File: src/hw/rtl/hnm_pkg.sv
// shared types, constants and arithmetic steps of the height to normal map block
package hnm_pkg;

  localparam int GRAD_W  = 24;
  localparam int SQ_W    = 48;
  localparam int SQ_STEPS = 24;
  localparam int DIV_STEPS = 9;
  localparam int NUM_W   = 25;
  localparam int REM_W   = 34;
  localparam int QUEUE_DEPTH = 8;
  localparam int QPTR_W  = $clog2(QUEUE_DEPTH);
  localparam int QCNT_W  = QPTR_W + 1;
  localparam logic [23:0] RECIP_255 = 24'h808081;

  localparam logic [2:0] REG_IMAGE_WIDTH   = 3'd0;
  localparam logic [2:0] REG_BUMP_STRENGTH = 3'd4;

  typedef struct packed {
    logic [GRAD_W-1:0] ux;
    logic [GRAD_W-1:0] uy;
    logic              sx;
    logic              sy;
    logic              last;
  } grad_t;

  typedef struct packed {
    logic [SQ_W-1:0] v;
    logic [SQ_W-1:0] res;
  } sq_t;

  typedef struct packed {
    logic [REM_W-1:0]     rem;
    logic [DIV_STEPS-1:0] q;
  } div_t;

  function automatic sq_t sqrt_step(sq_t s, int k);
    logic [SQ_W-1:0] bitv;
    logic [SQ_W-1:0] trial;
    sq_t o;
    bitv  = SQ_W'(1) << (2 * (SQ_STEPS - 1 - k));
    trial = s.res + bitv;
    if (s.v >= trial) begin
      o.v   = s.v - trial;
      o.res = (s.res >> 1) + bitv;
    end else begin
      o.v   = s.v;
      o.res = s.res >> 1;
    end
    return o;
  endfunction

  function automatic div_t div_step(div_t d, logic [NUM_W-1:0] den, int k);
    logic [REM_W-1:0] t;
    div_t o;
    t = REM_W'(den) << (DIV_STEPS - 1 - k);
    o = d;
    if (d.rem >= t) begin
      o.rem = d.rem - t;
      o.q[DIV_STEPS-1-k] = 1'b1;
    end
    return o;
  endfunction

endpackage

File: src/hw/rtl/hnm_queue.sv
// short register queue of gradient items between front and back
module hnm_queue (
  input  logic                   clk,
  input  logic                   rst_n,
  input  logic                   push,
  input  hnm_pkg::grad_t         push_data,
  input  logic                   pop,
  output hnm_pkg::grad_t         head,
  output logic                   empty,
  output logic [hnm_pkg::QCNT_W-1:0] count
);
  import hnm_pkg::*;

  grad_t             mem_r [QUEUE_DEPTH];
  logic [QPTR_W-1:0] wp_r, rp_r;
  logic [QCNT_W-1:0] cnt_r;
  logic              do_pop;

  assign empty  = (cnt_r == '0);
  assign count  = cnt_r;
  assign head   = mem_r[rp_r];
  assign do_pop = pop && !empty;

  always_ff @(posedge clk) begin
    if (push) begin
      mem_r[wp_r] <= push_data;
    end
  end

  always_ff @(posedge clk) begin
    if (!rst_n) begin
      wp_r  <= '0;
      rp_r  <= '0;
      cnt_r <= '0;
    end else begin
      if (push) wp_r <= wp_r + QPTR_W'(1);
      if (do_pop) rp_r <= rp_r + QPTR_W'(1);
      cnt_r <= cnt_r + QCNT_W'(push) - QCNT_W'(do_pop);
    end
  end

  a_no_overflow: assert property (@(posedge clk) disable iff (!rst_n)
    push |-> (cnt_r != QCNT_W'(QUEUE_DEPTH)) || do_pop)
    else $error("queue overflow");

  a_count_bound: assert property (@(posedge clk) disable iff (!rst_n)
    cnt_r <= QCNT_W'(QUEUE_DEPTH))
    else $error("queue count out of range");

  a_reset_empty: assert property (@(posedge clk)
    $past(!rst_n) |-> (cnt_r == '0))
    else $error("queue not empty after reset");
endmodule

File: config.mk
export PLATFORM = sky130hd
export DESIGN_NAME = hnm_queue
export DESIGN_NICKNAME = d
export VERILOG_FILES = /design/src/hw/rtl/hnm_pkg.sv /design/src/hw/rtl/hnm_queue.sv
export SDC_FILE = /design/constraint.sdc
export NUM_CORES = 1
export LEC_CHECK = 0
export ABC_CLOCK_PERIOD_IN_PS = 4900
export BUFFER_PORTS_ARGS = -buffer_cell sky130_fd_sc_hd__buf_2
export CORE_MARGIN = 2
export CORE_UTILIZATION = 45
export DETAILED_ROUTE_END_ITERATION = 12
export HOLD_SLACK_MARGIN = 0.02
export PLACE_DENSITY = 0.62
export SYNTH_ARGS = -nofsm -noshare
export SYNTH_HDL_FRONTEND = slang
export SYNTH_SLANG_ARGS = --single-unit
File: constraint.sdc
create_clock -name clk -period 4.9 [get_ports clk]
set_input_delay 0.49 -clock clk [delete_from_list [all_inputs] [get_ports clk]]
set_output_delay 0.49 -clock clk [all_outputs]
set_load 0.01 [all_outputs]
# == Yosys cells after proc, flatten, opt, wreduce, memory -nomap -nowiden ==
# Memories as Yosys holds them, arrays and structs flattened. A register that Yosys moved wholly into a read port is not among the register bits.
# Cells that the tools add are included.
# totals
regBits,10
mem_count,1
output_inout_bits,56
mem_bits_rw,408
wordCells,15
# classes
n_mux,4
add_sub_neg,4
n_reduce_logical,3
# memory_table
name,words,word_bits,read_ports,rd_ports_with_merged_regs,wr,line_no,source
mem_r,8,51,1,1,1,hnm_queue.sv:14,grad_t mem_r [QUEUE_DEPTH];
# ops
cell,count
"adder 3 x 1 -> 3 bit, second input constant",2
2-to-1 mux 3 bit,2
adder 4 x 1 -> 4 bit,1
zero test 4 bit,1
subtractor 4 x 1 -> 4 bit,1
2-to-1 mux 1 bit,2
logical AND 1 bit,1
zero test 1 bit,1

# == Longest topological paths before layout ==
# logic_depth
depth_word,5
depth_mapped,10
depth_no_buf,9

# == Least setup slack after synthesis ==
# Ideal clock, no wire load.
# synth_path
path_kind,input port to flip-flop
from,in push
to,"mem mem_r[0][0] (netlist bit), enable pin"
n_path_buf,0
t_arrival_ns,4.063
stages,2
setup_slack_ns,0.314
path_cell_list,nand2b_1 nor3_1
# synth_between
elab_chain_len,2
# synth_rtl
element,line_no,source
start: declaration,hnm_queue.sv:5,"input logic push,"
2-to-1 mux 1 bit,hnm_queue.sv:25,if (push) begin
2-to-1 mux 1 bit (implied by the code),hnm_queue.sv:26,mem_r[wp_r] <= push_data;
end: declaration,hnm_queue.sv:14,
# Every way passes these cells.

==> results by group <==
Place
  • Input/output buffers: 110
  • GPL Wtd Cong: 0.709
  • Placed cell area: 0.0171 sq mm
  • Placed Cells: 1211
  • Hpwl dp: 17.4 mm

Logic synthesis
  • Post-synth top area cell: edfxtp_1
  • Top cell type's share of synthesized area: 76.8%
  • Yosys reg bits: 421
  • Net Count, Synth: 722
  • Yosys cell types: 28
  • Ys Warns: 0
  • Netlist Area Pre-Place: 0.0160 sq mm
  • Syn avg cell area: 24.2 sq um
  • Cells after synthesis: 660
  • Sequential area share after synthesis: 78.4%
  • Synth top area cells: edfxtp_1 77%, mux4_2 14%, mux2_2 3.6%

Timing
  • RSZ-0062 raised after global routing: no
  • Rel. slew slack: 27.6%
  • Setup TNS: 0 ns
  • Final setup skew: 0.0146 ns
  • Period utilization: 69.2%
  • Slew Viols, Final: 0
  • Actual slew at the worst max-slew pin: 1.08 ns
  • Final Hold Fails: 0
  • Final setup fails: 0
  • F_max: 295 MHz
  • Min Tclk post-route: 3.39 ns

Floorplanning
  • Die H: 192 um
  • IO Count: 111
  • Row cnt: 68
  • Core area: 0.0347 sq mm
  • Die ar.: 0.0370 sq mm
  • Initial cell density of the core: 46.0%
  • Die Wd: 192 um

Drt
  • Routed WL: 31.9 mm
  • DRC: 0
  • Drt pass-1 iters: 4
  • Via count: 7054
  • DRT iter0 DRCs: 637
  • Antenna viol nets, final: 0
  • Drt via density: 5.48
  • Routed wire length per instance: 24.7 um

GRT
  • Global route total overflow: 0
  • Number of global-route vias before repair: 7768
  • Largest net degree at the start of global routing: 71
  • Initial antenna violation count: 5
  • Wire length of the first global-routing pass: 47.5 mm
  • Total GRT Usage: 17.8%

Setup path
  • Crit path capture type: output port
  • Critical path arrival: 2.90 ns
  • Crit path required time: 4.41 ns
  • CP max FO: 39
  • Setup crit start kind: flop
  • Critical path type: reg -> out

Finish
  • Storage element area: 0.0125 sq mm
  • Area of the multi-input gates: 0.00331 sq mm
  • Final net count: 863
  • Final Instance Area: 0.0184 sq mm
  • Non-filler instance count after layout: 1288
  • Fill cell count: 2626
  • Commonest non-fill, non-tap cells in the layout: 408 x edfxtp_1, 110 x buf_2, 102 x mux4_2
  • P&R area growth vs syn: 15.6%
  • Leading cell type in the layout, fill and taps excluded: edfxtp_1
  • Share of cells above drive strength 1: 41.7%

Clock network
  • Post-CTS setup buffer count: 0
  • Skew-Pair Late Insertion Delay: 0.54 ns
  • CTS H-tree lvls: 2
  • Cts hold-fix bufs: 0
  • CTS tree: built
  • CTS Sinks: 421
  • CTS-repair resized insts: 0
  • Clock Path Buffers: 3
  • Clock slew at reported path FFs: 0.06 ns
  • Total CTS buffers: 43
  • CTS Root Cell: clkbuf_16

Hold path
  • Worst hold path type: in -> reg

Status
  • Status: complete, no violations

Power and ir drop
  • Worst IR Drop VDD: 0.000285 V
  • Leakage: 5.88 nW
  • Pwr/cell area: 452 mW/mm^2

Run
  • Max-cap viol count: 0
==> report_power, final <==
part,switching [mW],leakage (nW),internal (mW)
registers,0.157,3.82,4.06
clock network,1.27,0.633,1.74
logic,0.508,1.43,0.605
==> sequential cells by signal (all words and copies together) (netlist names), named ones only <==
name   flops
mem_r    408
count      4
rp_r       3
wp_r       3
==> stage by stage <==
step	util [%]	hold slack, ns	total power, mW	worst slack, ns
floorplan	-	0.464	5.02	0.314
global placement	49.4	0.466	5.39	2.01
detailed placement	49.4	0.495	5.44	1.95
CTS	53.1	0.190	8.45	1.39
global route	53.1	0.199	8.67	1.27
finish	53.1	0.215	8.34	1.51
==> critical path, stage by stage, from the launching register on <==
cell,delay [ns]
dfxtp_4,0.89
buf_4,0.45
mux4_2,0.55
mux2_2,0.30
buf_2,0.15
==> logic make-up (layout without fill, tap and decap cells) <==
logic type | count (synthesis) | count (layout) | synth area share [%]
other | 0 | 3 | 0
and+or+nand+nor | 31 | 31 | 0.988
buffers and inverters | 33 | 203 | 1.22
DFF | 421 | 421 | 78.4
adders and majority gates | 7 | 7 | 0.596
xor gates and xnor gates | 3 | 3 | 0.165
AOI/OAI and AO/OA | 5 | 5 | 0.204
muxes | 160 | 160 | 18.4
==> cell usage after synthesis <==
master	number
buf_1	2
a21o_1	1
a21oi_1	1
o21ai_0	1
xor2_1	2
xnor2_1	1
nor2_1	6
mux2i_1	7
clkbuf_1	14
buf_2	5
or3_1	1
nand2b_1	6
and2_1	5
nand2_1	8
fa_1	1
inv_1	3
edfxtp_1	408
mux2_2	51
dfxtp_1	13
nor2b_1	1
nor3_1	2
mux4_2	102
buf_6	8
buf_4	1
or2_2	1
nor3b_1	1
a21boi_0	2
ha_1	6
==> layer usage <==
metal | vias up | GRT usage, % | wire length [um]
met5 | - | 0 | 30
met4 | 4 | 4.49 | 537
met3 | 49 | 4.09 | 1750
met2 | 173 | 30.5 | 16400
met1 | 3749 | 23.0 | 13200
li1 | 3079 | - | -
==> worst paths after layout <==
kind / start / endpoint / slack (ns) / cells past startpoint
setup reg to reg: count[2]$_SDFF_PN0_ / count[2]$_SDFF_PN0_ / 2.35 / 9
setup / recovery: flop / head[0] / 1.51 / 4
hold / removal: push_data[41] / mem_r[5][41]$_DFFE_PP_ / 0.22 / 1
hold reg to reg: rp_r[1]$_SDFFE_PN0P_ / flop / 0.51 / 2
==> area by class of cell <==
type                            count  share of cell area, %
Clock buffer                       51                   6.11
Sequential cell                   421                   67.9
Timing Repair Buffer              126                   3.97
Antenna cell                        3                 0.0407
Tap cell                          455                   3.09
Multi-Input combinational cell    206                   17.9
Inverter                            3                 0.0610
Clock inverter                     23                  0.909
No activity file was read; power rests on OpenSTA's default activity.
